**config.mk**
```make
export PLATFORM = sky130hd
export DESIGN_NAME = scvs_ctrl
export DESIGN_NICKNAME = d
export VERILOG_FILES = /design/src/scvs_pkg.sv /design/src/scvs_ctrl.sv
export VERILOG_INCLUDE_DIRS = /design/src /design/src/src
export SDC_FILE = /design/constraint.sdc
export NUM_CORES = 1
export LEC_CHECK = 0
export BUFFER_PORTS_ARGS = -buffer_cell sky130_fd_sc_hd__buf_2
export CORE_AREA = 2 2 39 41
export DETAILED_ROUTE_END_ITERATION = 7
export DIE_AREA = 0 0 41 43
export PLACE_DENSITY = 0.41
export SKIP_CTS_REPAIR_TIMING = 1
export SLEW_MARGIN = 20
export SYNTH_ARGS = -nofsm -noshare
export SYNTH_HDL_FRONTEND = slang
export SYNTH_SLANG_ARGS = --single-unit
```
**constraint.sdc**
```tcl
create_clock -name clk -period 2.3 [get_ports clk]
set_input_delay 0.345 -clock clk [delete_from_list [all_inputs] [get_ports clk]]
set_output_delay 0.345 -clock clk [all_outputs]
set_load 0.1 [all_outputs]
```
**src/sorted_closest_value_search_assert.svh**
```systemverilog
// Assertion macros shared by the sorted closest value search modules.
// No dependencies; included by the controller and the datapath.
`ifndef SORTED_CLOSEST_VALUE_SEARCH_ASSERT_SVH
`define SORTED_CLOSEST_VALUE_SEARCH_ASSERT_SVH

// Same-cycle implication, disabled during reset.
`define SCVS_ASSERT_NOW(lbl, ck, rs, ante, cons, msg) \
  lbl: assert property (@(posedge ck) disable iff (rs) (ante) |-> (cons)) \
    else $error(msg);

// Next-cycle implication, disabled during reset.
`define SCVS_ASSERT_NEXT(lbl, ck, rs, ante, cons, msg) \
  lbl: assert property (@(posedge ck) disable iff (rs) (ante) |=> (cons)) \
    else $error(msg);

`endif

```
**src/scvs_pkg.sv**
```systemverilog
// Shared types and constants for the sorted closest value search block.
// No dependencies; used by the controller, the datapath and the top module.
`timescale 1ns / 1ps
`default_nettype none

package scvs_pkg;

  localparam int DATA_W          = 32;
  localparam int IDX_W           = 10;
  localparam int NUM_W           = 11;
  localparam int S_TDATA_W       = 48;
  localparam int DEF_TABLE_DEPTH = 1024;

  localparam logic REQ_WRITE = 1'b0;
  localparam logic REQ_QUERY = 1'b1;

  typedef enum logic [2:0] {
    ST_IDLE,
    ST_SEARCH,
    ST_CMP,
    ST_FIN_A,
    ST_FIN_B,
    ST_PICK,
    ST_DONE
  } state_t;

  // Controller to datapath
  typedef struct packed {
    logic accept;   // input transfer this cycle
    logic probe;    // read the probe entry
    logic step;     // narrow the search range from the probe result
    logic fin_a;    // read the lower (or only) candidate
    logic fin_b;    // capture lower, read upper candidate
    logic pick;     // choose the nearer candidate
    logic load;     // move result into the output register
  } cmd_t;

  // Datapath to controller
  typedef struct packed {
    logic count_zero;
    logic out_free;
  } stat_t;

endpackage

`default_nettype wire

```
**src/scvs_ctrl.sv**
```systemverilog
// Controller state machine for the sorted closest value search.
// Depends on scvs_pkg and the assertion macro header.
`timescale 1ns / 1ps
`default_nettype none
`include "sorted_closest_value_search_assert.svh"

module scvs_ctrl (
  input  wire logic            clk,
  input  wire logic            rst,
  input  wire logic            s_tvalid,
  input  wire logic            is_query,
  output logic                 s_tready,
  input  wire scvs_pkg::stat_t st,
  output scvs_pkg::cmd_t       cmd
);

  scvs_pkg::state_t state, state_next;

  always_ff @(posedge clk) begin
    if (rst) begin
      state <= scvs_pkg::ST_IDLE;
    end else begin
      state <= state_next;
    end
  end

  always_comb begin
    state_next = state;
    unique case (state)
      scvs_pkg::ST_IDLE: begin
        if (s_tvalid && is_query) state_next = scvs_pkg::ST_SEARCH;
      end
      scvs_pkg::ST_SEARCH: begin
        state_next = st.count_zero ? scvs_pkg::ST_FIN_A : scvs_pkg::ST_CMP;
      end
      scvs_pkg::ST_CMP:    state_next = scvs_pkg::ST_SEARCH;
      scvs_pkg::ST_FIN_A:  state_next = scvs_pkg::ST_FIN_B;
      scvs_pkg::ST_FIN_B:  state_next = scvs_pkg::ST_PICK;
      scvs_pkg::ST_PICK:   state_next = scvs_pkg::ST_DONE;
      scvs_pkg::ST_DONE: begin
        if (st.out_free) state_next = scvs_pkg::ST_IDLE;
      end
      default:             state_next = scvs_pkg::ST_IDLE;
    endcase
  end

  always_comb begin
    cmd      = '0;
    s_tready = 1'b0;
    unique case (state)
      scvs_pkg::ST_IDLE: begin
        s_tready   = 1'b1;
        cmd.accept = s_tvalid;
      end
      scvs_pkg::ST_SEARCH: cmd.probe = !st.count_zero;
      scvs_pkg::ST_CMP:    cmd.step  = 1'b1;
      scvs_pkg::ST_FIN_A:  cmd.fin_a = 1'b1;
      scvs_pkg::ST_FIN_B:  cmd.fin_b = 1'b1;
      scvs_pkg::ST_PICK:   cmd.pick  = 1'b1;
      scvs_pkg::ST_DONE:   cmd.load  = st.out_free;
      default: begin
        cmd = '0;
      end
    endcase
  end

  `SCVS_ASSERT_NEXT(a_probe_then_cmp, clk, rst,
    (state == scvs_pkg::ST_SEARCH) && !st.count_zero, state == scvs_pkg::ST_CMP,
    "probe read not followed by compare")

  `SCVS_ASSERT_NOW(a_cmp_after_probe, clk, rst,
    state == scvs_pkg::ST_CMP, $past(cmd.probe),
    "compare without a probe read one cycle earlier")

endmodule

`default_nettype wire

```
==> tab_implementation.tex <==
\begin{tabular}{lr}
\hline
Metric & Value \\
\hline
\multicolumn{2}{l}{\textbf{Cells and area}} \\
\quad Flip-flop count of the largest register, all copies and words added & 3 \\
\quad Share of the core filled with cells & 23.4\% \\
\quad Number of filler cells placed in the layout & 164 \\
\quad Largest register by flop count & state \\
\quad Area overhead of the layout relative to synthesis & 51.5\% \\
\quad Final \#Nets & 48 \\
\quad Antenna fix cells & 0 \\
\quad Fraction of final layout cells sized beyond drive strength 1 & 51.2\% \\
\quad Largest registers & state: 3 flops \\
\multicolumn{2}{l}{\textbf{Floorplan}} \\
\quad Boundary pin count & 14 \\
\quad Height of the die & 43 µm \\
\quad Starting density of the core & 15.5\% \\
\quad \# rows & 14 \\
\quad X dimension of the die & 41 µm \\
\quad Die Footprint & 1760 µm² \\
\quad Core footprint & 1380 µm² \\
\multicolumn{2}{l}{\textbf{Power}} \\
\quad Power density normalized to cell area & 720 nW/µm² \\
\quad Overall power consumption & 0.000233 W \\
\quad Peak supply drop & 229 µV \\
\quad Clock share of power & 39.0\% \\
\quad Sw Share & 41.1\% \\
\quad Part of the total power dissipated in sequential elements & 27.2\% \\
\quad Logic gate share of total power & 33.8\% \\
\quad P\_leak & 0.161 nW \\
\quad Switching power & 0.0000959 W \\
\quad Internal power consumption & 0.000137 W \\
\multicolumn{2}{l}{\textbf{Route}} \\
\quad Total iterations of the first detailed-routing run & 3 \\
\quad Wire per inst & 8.89 µm \\
\quad Remaining routing DRC violations & 0 \\
\quad Iteration-0 DRC count of the detailed router & 2 \\
\quad Routed vias & 225 \\
\quad Routed wire length & 507 µm \\
\quad Final antenna-violating net count & 0 \\
\quad Vias per Instance & 3.95 \\
\multicolumn{2}{l}{\textbf{Worst hold path}} \\
\quad Kind of path behind the tightest hold check & input port to register \\
\quad Worst hold path stage count & 2 \\
\quad Worst hold endpoint & state[2] \\
\quad Startpoint of the tightest hold check path & rst \\
\multicolumn{2}{l}{\textbf{Critical path}} \\
\quad Critical path start-end classification & register to primary output \\
\quad Signal arrival time at the worst endpoint & 1.55 ns \\
\quad Bufs and invs on worst path & 1 \\
\quad Launching element type of the critical path & register \\
\quad Data required time at the worst endpoint & 1.96 ns \\
\quad Reg-to-reg critical path startpoint & state[2] \\
\quad Crit path max-delay cell type & sky130\_fd\_sc\_hd\_\_dfxtp\_1 \\
\quad Cell family with most CP delay & flip-flops \\
\quad Reg2reg path depth & 2 \\
\quad Worst path cell trace & nor2b\_1 -> and3\_1 -> buf\_2 \\
\quad Reg-to-reg setup timing slack & 1.13 ns \\
\quad Largest fanout of any net on the critical path & 9 \\
\quad RR Endpoint & state[0] \\
\quad Crit path capture type & primary output \\
\quad Maximum single-stage delay on the critical path & 0.53 ns \\
\multicolumn{2}{l}{\textbf{Clock tree}} \\
\quad Number of buffers on the longest clock path & 2 \\
\quad Total CTS buffers & 3 \\
\quad Clock sink count & 3 \\
\quad Level count of the clock H-tree & 1 \\
\quad Master cell of the clock root buffer & sky130\_fd\_sc\_hd\_\_clkbuf\_4 \\
\quad CTS clk-pin slew, worst paths & 0.04 ns \\
\quad TritonCTS clock tree & built \\
\quad Latest clock arrival within the worst-skew pair & 0.23 ns \\
\multicolumn{2}{l}{\textbf{Synthesis}} \\
\quad Post-synth net total & 32 \\
\quad Total number of yosys warnings & 0 \\
\quad Area share of and/or/nand/nor cells after synthesis & 46.2\% \\
\quad Post-synthesis sequential element count & 3 \\
\quad Number of unique standard cell types used by synthesis & 18 \\
\quad Avg Synthesized Cell Area & 8.23 µm² \\
\quad Cell Area, Synth & 214 µm² \\
\quad Share of synthesized cell area in full adder, half adder and majority cells & 0\% \\
\quad Portion of netlist area occupied by mux cells & 0\% \\
\quad Post-Synth XOR/XNOR Area & 0\% \\
\quad Synth Instances & 26 \\
\quad Combinational family with the most area after synthesis & simple AND/OR/NAND/NOR gates \\
\quad Fraction of the yosys area taken by sequential cells & 28.1\% \\
\quad Synth Area in Compound Gates & 13.5\% \\
\multicolumn{2}{l}{\textbf{Timing}} \\
\quad Min Clock Period, post-route & 1.89 ns \\
\quad Fin crit share & 82.2\% \\
\quad Endpoints failing hold & 0 \\
\quad Accumulated negative setup slack & 0 ns \\
\quad Worst slew pin tran & 0.486 ns \\
\quad Final-layout worst hold slack & 0.309 ns \\
\quad Max Freq & 529 MHz \\
\quad Number of setup violations in the final report & 0 \\
\quad Clk\_skew & 0.00197 ns \\
\quad Number of max-slew violations in the final report & 0 \\
\quad Setup repair after global routing missed its margin & false \\
\quad Rel. slew slack & 67.8\% \\
\multicolumn{2}{l}{\textbf{Flow run}} \\
\quad Max-cap check violation count & 0 \\
\multicolumn{2}{l}{\textbf{Global routing}} \\
\quad Pin count of the biggest net entering global routing & 11 \\
\quad Remaining global-route overflow & 0 \\
\quad Via count of the first global-routing pass & 196 \\
\quad Wire length of the first global-routing pass & 807 µm \\
\quad Total routing usage reported by global routing & 7.12\% \\
\quad Number of antenna violations at the first check in global routing & 0 \\
\multicolumn{2}{l}{\textbf{Place}} \\
\quad Count of input and output buffers & 13 \\
\quad Post-detailed-placement half-perimeter wirelength & 385 µm \\
\quad RePlAce Congestion & 0.689 \\
\multicolumn{2}{l}{\textbf{Status}} \\
\quad Result of the run & complete, no violations \\
\hline
\end{tabular}
==> cell usage after synthesis <==
cell | count | area share [%]
sky130_fd_sc_hd__a21oi_1 | 3 | 7.0
sky130_fd_sc_hd__and2_1 | 1 | 2.9
sky130_fd_sc_hd__and3_1 | 1 | 2.9
sky130_fd_sc_hd__and3b_1 | 1 | 4.1
sky130_fd_sc_hd__and4bb_1 | 1 | 5.8
sky130_fd_sc_hd__buf_4 | 1 | 3.5
sky130_fd_sc_hd__buf_6 | 1 | 5.3
sky130_fd_sc_hd__dfxtp_1 | 3 | 28
sky130_fd_sc_hd__inv_1 | 2 | 3.5
sky130_fd_sc_hd__nand2b_1 | 1 | 2.9
sky130_fd_sc_hd__nand3b_1 | 1 | 3.5
sky130_fd_sc_hd__nor2_1 | 2 | 3.5
sky130_fd_sc_hd__nor2b_1 | 1 | 2.9
sky130_fd_sc_hd__nor3_1 | 3 | 7.0
sky130_fd_sc_hd__nor3_2 | 1 | 4.7
sky130_fd_sc_hd__nor3b_2 | 1 | 5.8
sky130_fd_sc_hd__o21ai_1 | 1 | 2.3
sky130_fd_sc_hd__o31a_1 | 1 | 4.1
==> placed cells by master, fill, tap and decap left out, drive strengths merged, types with 2 or more instances in the layout <==
cell type,netlist,final
a21oi,3,3
buf,2,13
clkbuf,0,4
dfxtp,3,3
inv,2,2
nor2,2,2
nor3,4,4
==> cell type report <==
type                    instances  area (µm²)  share of cell area [%]
inverters                       2        7.51                    2.32
repair buffers                 13        65.1                    20.1
clock buffers                   4        26.3                    8.11
flip-flops and latches          3        60.1                    18.5
well taps                      16        20.0                    6.18
multi-input cells              19         145                    44.8
==> how the worst max path moves through the flow <==
stage,start,end,cells after the start
2_1_floorplan,state[0],cmd[1],2
4_1_cts,state[2],cmd[0],3
3_3_place_gp,state[2],cmd[0],3
6_report,state[2],cmd[0],3
5_1_grt,state[2],cmd[0],3
3_5_place_dp,state[2],cmd[0],3
==> per-layer routing <==
metal / routed length (µm) / part of all wire [%] / vias to the layer above / GRT usage, %
met3: 45 / 8.9 / 0 / 3.14
met2: 211 / 42 / 11 / 5.94
li1: - / - / 119 / -
met1: 250 / 49 / 95 / 11.9
met4: 0 / 0 / 0 / 6.00
met5: 0 / 0 / - / 0
==> stage by stage <==
step                area (µm²)  cells  setup slack, ns
floorplan                  231     26           0.0601
global placement           298     53            0.631
detailed placement         298     53            0.648
CTS                        324     57            0.394
global route               324     57            0.293
finish                     324     57            0.409
==> power by group through the flow <==
stage	clock [W]	sequential [W]	combinational [W]
6_report	0.0000909	0.0000636	0.0000789
5_1_grt	0.000101	0.0000646	0.0000828
4_1_cts	0.0000957	0.0000637	0.0000795
3_5_place_dp	0	0.0000646	0.0000792
3_3_place_gp	0	0.0000646	0.0000797
2_1_floorplan	0	0.0000602	0.0000712
==> cells by family (layout without fill, tap and decap cells) <==
family / after synthesis / after routing
buffers and inverters: 4 / 19
DFF: 3 / 3
and+or+nand+nor: 14 / 14
AOI/OAI and AO/OA: 5 / 5
No activity file was read; power rests on OpenSTA's default activity.
